`config.mk`:
```
export PLATFORM = sky130hd
export DESIGN_NAME = bsit_ctrl
export DESIGN_NICKNAME = d
export VERILOG_FILES = /design/src/bsit_pkg.sv /design/src/bsit_ctrl.sv
export SDC_FILE = /design/constraint.sdc
export NUM_CORES = 1
export LEC_CHECK = 0
export BUFFER_PORTS_ARGS = -buffer_cell sky130_fd_sc_hd__buf_2
export CORE_AREA = 2 2 39 41
export CTS_CLUSTER_SIZE = 28
export DETAILED_ROUTE_END_ITERATION = 16
export DIE_AREA = 0 0 41 43
export PLACE_DENSITY = 0.65
export SYNTH_ARGS = -nofsm -noshare
export SYNTH_HDL_FRONTEND = slang
export SYNTH_SLANG_ARGS = --single-unit
```
`constraint.sdc`:
```
create_clock -name aclk -period 1.3 [get_ports aclk]
set_clock_uncertainty 0.2 [all_clocks]
set_input_delay 0.065 -clock aclk [delete_from_list [all_inputs] [get_ports aclk]]
set_output_delay 0.065 -clock aclk [all_outputs]
set_load 0.02 [all_outputs]
```
`src/bsit_pkg.sv`:
```
// Shared types, codes and defaults for the bit set interning table.
// Used by the controller, the datapath and the top level; no dependencies.
package bsit_pkg;

    localparam int DEF_MAX_SETS  = 256;
    localparam int DEF_SET_BYTES = 32;

    localparam int CFG_W    = 6;
    localparam int NUM_W    = 8;
    localparam int STAT_W   = 3;
    localparam int SCOUNT_W = 9;
    localparam int OUT_W    = 24;

    localparam logic [CFG_W-1:0] SET_BYTES_RESET = 6'd32;

    localparam logic [STAT_W-1:0] ST_FOUND     = 3'd0;
    localparam logic [STAT_W-1:0] ST_INSERTED  = 3'd1;
    localparam logic [STAT_W-1:0] ST_NOT_FOUND = 3'd2;
    localparam logic [STAT_W-1:0] ST_FULL      = 3'd3;
    localparam logic [STAT_W-1:0] ST_LENGTH    = 3'd4;

    typedef struct packed {
        logic                byte_in;
        logic                k_inc;
        logic                e_inc;
        logic                k_clr;
        logic                wr_en;
        logic                res_set;
        logic [STAT_W-1:0]   res_code;
        logic                out_load;
    } cmd_t;

    typedef struct packed {
        logic closing;
        logic len_err;
        logic e_end;
        logic mismatch;
        logic k_last;
        logic wr_last;
        logic search;
        logic full;
        logic out_free;
    } stat_t;

endpackage

```
`src/bsit_ctrl.sv`:
```
// Controller state machine: sequences byte loading, the store walk and the insert.
// Depends on bsit_pkg.
module bsit_ctrl
    import bsit_pkg::*;
(
    input  logic  aclk,
    input  logic  aresetn,
    input  logic  s_tvalid,
    output logic  s_tready,
    input  stat_t stat,
    output cmd_t  cmd
);

    localparam logic [2:0] S_IDLE  = 3'd0;
    localparam logic [2:0] S_CHECK = 3'd1;
    localparam logic [2:0] S_RD    = 3'd2;
    localparam logic [2:0] S_CMP   = 3'd3;
    localparam logic [2:0] S_MISS  = 3'd4;
    localparam logic [2:0] S_WRD   = 3'd5;
    localparam logic [2:0] S_WWR   = 3'd6;
    localparam logic [2:0] S_OUT   = 3'd7;

    logic [2:0] state_reg, state_next;

    always_comb begin
        state_next = state_reg;
        cmd        = '0;
        unique case (state_reg)
            S_IDLE: begin
                if (s_tvalid) begin
                    cmd.byte_in = 1'b1;
                    if (stat.closing) begin
                        state_next = S_CHECK;
                    end
                end
            end
            S_CHECK: begin
                if (stat.len_err) begin
                    cmd.res_set  = 1'b1;
                    cmd.res_code = ST_LENGTH;
                    state_next   = S_OUT;
                end else if (stat.e_end) begin
                    state_next = S_MISS;
                end else begin
                    state_next = S_RD;
                end
            end
            S_RD: state_next = S_CMP;
            S_CMP: begin
                if (stat.mismatch) begin
                    cmd.e_inc  = 1'b1;
                    state_next = S_CHECK;
                end else if (stat.k_last) begin
                    cmd.res_set  = 1'b1;
                    cmd.res_code = ST_FOUND;
                    state_next   = S_OUT;
                end else begin
                    cmd.k_inc  = 1'b1;
                    state_next = S_RD;
                end
            end
            S_MISS: begin
                if (stat.search) begin
                    cmd.res_set  = 1'b1;
                    cmd.res_code = ST_NOT_FOUND;
                    state_next   = S_OUT;
                end else if (stat.full) begin
                    cmd.res_set  = 1'b1;
                    cmd.res_code = ST_FULL;
                    state_next   = S_OUT;
                end else begin
                    cmd.k_clr  = 1'b1;
                    state_next = S_WRD;
                end
            end
            S_WRD: state_next = S_WWR;
            S_WWR: begin
                cmd.wr_en = 1'b1;
                if (stat.wr_last) begin
                    cmd.res_set  = 1'b1;
                    cmd.res_code = ST_INSERTED;
                    state_next   = S_OUT;
                end else begin
                    cmd.k_inc  = 1'b1;
                    state_next = S_WRD;
                end
            end
            S_OUT: begin
                if (stat.out_free) begin
                    cmd.out_load = 1'b1;
                    state_next   = S_IDLE;
                end
            end
            default: state_next = S_IDLE;
        endcase
    end

    always_ff @(posedge aclk) begin
        if (!aresetn) begin
            state_reg <= S_IDLE;
        end else begin
            state_reg <= state_next;
        end
    end

    assign s_tready = (state_reg == S_IDLE);

endmodule

```
After elaboration in Yosys (flattened, before gate mapping)
Index checks and enable logic that the tools add are counted.
{"block": "totals", "ff_bits": 3, "elab_cells": 45, "out_inout_bits": 11, "input_bits": 12}
{"block": "classes", "n_eq_ne": 10, "n_mux": 32, "reduce_logical": 2}
{"operator": "two-way mux 3 bit", "count": 8}
{"operator": "two-way mux 4 bit", "count": 6}
{"operator": "one-hot mux 3 bit (8 select lines)", "count": 1}
{"operator": "one-hot mux 4 bit (4 select lines)", "count": 1}
{"operator": "two-way mux 1 bit", "count": 13}
{"operator": "equality test 3 bit (second input constant)", "count": 4}
{"operator": "equality test 3 x 2 -> 1 bit (second input constant)", "count": 2}
{"operator": "two-way mux 2 bit", "count": 2}
{"operator": "inequality test 2 bit (second input constant)", "count": 2}
{"operator": "equality test 3 x 1 -> 1 bit (second input constant)", "count": 1}
{"operator": "zero test 3 bit", "count": 1}
{"operator": "AND reduction 3 bit", "count": 1}
{"operator": "inequality test 2 x 1 -> 1 bit (second input constant)", "count": 1}
{"operator": "one-hot mux 1 bit (2 select lines)", "count": 1}

Longest topological paths before layout
{"block": "logic_depth", "ltp_word": 3, "depth_mapped": 6, "mapped_depth_nobuf": 4}

Least setup slack after synthesis
No wires, ideal clock.
{"block": "synth_timing", "kind": "reg2out", "startpoint": "register state_reg[2]", "endpoint": "output port cmd[9] in the netlist's numbering", "setup_slack_ns": -0.378, "stages_incl_launch_ff": 4, "arrival_ns": 1.413, "t_required_ns": 1.035, "n_path_buf": 1, "cell_sequence": "dfxtp_1 -> buf_2 -> nor3_1 -> and2_1"}
{"item": "from (decl)", "line": "bsit_ctrl.sv:23", "rtl": "logic [2:0] state_reg, state_next;"}
{"item": "from (signal assigned)", "line": "bsit_ctrl.sv:102", "rtl": "state_reg <= state_next;"}
{"item": "to (decl)", "line": "bsit_ctrl.sv:11", "rtl": "output cmd_t cmd"}

==> flow_metrics.tcl <==
set metrics [dict create \
    period_share_pct 119 \
    dieArea_mm2 0.00176 \
    cts_sinks 3 \
    grt_pass1_wl_um 2190 \
    gp_congestion 0.830 \
    h-tree-depth 1 \
    ctsHoldBuffers 5 \
    ys_ff_latch 3 \
    ir_drop_mv 0.753 \
    grt_overflow 0 \
    setup_viol 12 \
    slew_headroom_pct 82.2 \
    p_leak_nw 0.374 \
    rsz0062_at_grt "true" \
    critPathBufInv 1 \
    io_pins 23 \
    num_rows 14 \
    drt-initial-drc-count 14 \
    placed_cell_area_um2 559 \
    areaGrowthSynthToFinish_pct 143 \
    intPower_uw 776 \
    regToRegStartpoint "state_reg[2]" \
    clk_latency_ns 0.24 \
    endpoint "cmd[4]" \
    ys_seq_area_share_pct 16.5 \
    ant_nets 0 \
    worstPathRequired_ns 1.03 \
    synth_cells 53 \
    initial_core_util_pct 26.3 \
    worst_pin_slew_ns 0.266 \
    fmaxAchievable_mhz 648 \
    hold_violations 1 \
    pwr-share-seq_pct 14.2 \
    layout.cells.non_filler 113 \
    path_cells "nor2b_1 -> a211o_1 -> o21ai_1 -> buf_4" \
    finalPower_mw 1.31 \
    cellPowerDensity_mw_per_mm2 1480 \
    arrival_ns 1.28 \
    reg2reg_slack_ns -0.04 \
    grt_max_degree 8 \
    dp_hpwl_um 837 \
    violations "hold timing, setup timing" \
    comb_power_share_pct 72.5 \
    critPathLaunchType "flip-flop" \
    nets 110 \
    outcome "finished, violations left" \
    reg2regPathDepth 6 \
    post_drt_wl_per_cell_um 12.7 \
    fin_crit_ns 1.54 \
    dp.cells 96 \
    via_per_inst 4.92 \
    timing.hold.ws_ns -0.0419 \
    p_sw_uw 535 \
    vias 556 \
    first_pass_iters 4 \
    drive_above_1_share_pct 64.9 \
    largest_reg_flops 3 \
    slowest_delay_ns 0.36 \
    reg2reg_to "state_reg[1]" \
    grt_antenna_before_repair 0 \
    hold_class "in2reg" \
    cp_slowest_cell "dfxtp_4" \
    cap_violations 0 \
    synth.avg_cell_area_um2 6.87 \
    n_fill_cell 110 \
    grtUsageTotal_pct 17.7 \
    path_max_fanout 6 \
    final_area_um2 885 \
    crit_family "compound AO/OA/AOI/OAI gates" \
    final_util_pct 63.9 \
    swShare_pct 40.8 \
    worst-setup-path-type "reg2out" \
    cts_tree "done" \
    die_x_um 41 \
    synth_area_um2 364 \
    clockPowerShare_pct 13.4 \
    crit_path_start "state_reg[1]" \
    clkTransAtPathRegs_ns 0.05 \
    route.detailed.drc 0 \
    cts_max_path_buffers 2 \
    worst-path-stages 4 \
    wirelength_um 1440 \
    core_area_mm2 0.00138 \
    endpoint_kind "output pin" \
    syn_nets 65 \
    numCtsBuffers 3 \
    synth_cell_types 27 \
    ys_warn_count 0 \
    fp.dieH_um 43 \
    portBuffers 22 \
    diodes 0 \
    layout_setup_ws_ns -0.244 \
    finalMaxSlewViolations 0 \
    grt_pass1_vias 533 \
    cts_root_buffer "clkbuf_4" \
]
[worst min-delay path, cell delays in order]
cell	delay, ns
buf_2	0.08
or3_4	0.11
a21oi_2	0.04
nor2_1	0.07
[repair_timing]
action	4_1_cts	5_1_grt
gates resized for setup	34	19
endpoints found under the hold margin	3	1
cloned	0	0
pin swaps	7	10
buffers inserted	4	5
endpoints found under the setup margin	13	13
[kinds of logic (layout without fill, tap and decap cells)]
logic type / Yosys count / count (layout) / synth area share, %
compound gates: 11 / 11 / 23.4
buf+inv: 5 / 49 / 9.96
simple gates: 33 / 33 / 47.4
flops: 3 / 3 / 16.5
mux: 1 / 1 / 2.75
[metal layers]
layer  vias up  wire, µm  share of wire, %  GRT usage (%)
li1        276         -                 -              -
met1       260       572                40           20.1
met2        18       784                54           31.6
met3         2        63               4.4           2.09
met4         0        19               1.3           6.00
met5         -         0                 0              0
[cell usage after synthesis]
master,instances,share of area [%]
nand2b_1,2,3.4
nand3_1,1,1.4
nor4_1,1,1.7
a22oi_1,1,2.1
a21oi_1,1,1.4
buf_2,2,2.7
dfxtp_1,3,16
nor3b_1,1,2.1
o32a_1,1,2.7
mux2i_1,1,2.7
o31ai_1,2,4.1
or3_1,1,1.7
nand2_1,8,8.2
and4_1,1,2.4
nor2_1,9,9.3
nor3_1,2,2.7
nand3b_1,1,2.1
a21boi_2,1,3.1
nand2b_4,1,3.8
o21ai_0,2,2.7
buf_6,2,6.2
a211o_1,1,2.4
and2_1,1,1.7
o221a_2,1,3.1
a31oi_1,1,1.7
inv_1,1,1.0
nor2b_1,4,6.9
[power groups by stage]
stage / logic (mW) / registers, mW / clock network [mW]
floorplan: 0.419 / 0.133 / 0
global placement: 0.555 / 0.167 / 0
detailed placement: 0.564 / 0.165 / 0
CTS: 0.779 / 0.179 / 0.180
global route: 1.02 / 0.189 / 0.185
finish: 0.951 / 0.186 / 0.175
[per-stage QoR]
step,setup TNS (ns),worst slack (ns)
after floorplan,-0.163,-0.0735
after global placement,-0.177,-0.0564
after detailed placement,-0.248,-0.0875
after CTS,-1.57,-0.226
after global routing,-2.15,-0.273
final,-1.68,-0.244
[cell type report]
class,instances,area (µm²),share of cell area [%]
Inverter,1,3.75,0.424
Timing Repair Buffer,44,379,42.9
Tap cell,16,20.0,2.26
Sequential cell,3,71.3,8.06
Multi-Input combinational cell,45,384,43.4
Clock buffer,4,26.3,2.97
[placed cells by master (no fill, tap or decap), types with 2 or more instances in the layout]
cell type and instances:
buf_6 17, buf_2 11, buf_4 11, nand2_1 8
dlygate4sd3_1 5, nor2_1 4, nor2b_1 4, nor2_4 3
clkbuf_4 3, dfxtp_4 3, nand2b_4 2, nor3_4 2
nor2_2 2
[worst min path at each step]
| stage | endpoint | start | slack (ns) | depth (start not counted) |
|---|---|---|---|---|
| 6_report | state_reg[2] | stat[6] | -0.04 | 4 |
| 3_3_place_gp | state_reg[0] | aresetn | 0.12 | 3 |
| 2_1_floorplan | state_reg[0] | aresetn | -0.02 | 2 |
| 4_1_cts | state_reg[2] | stat[6] | -0.05 | 4 |
| 5_1_grt | state_reg[2] | stat[6] | -0.005 | 4 |
| 3_5_place_dp | state_reg[0] | aresetn | 0.13 | 3 |
Power figures use the tool's default switching activity.
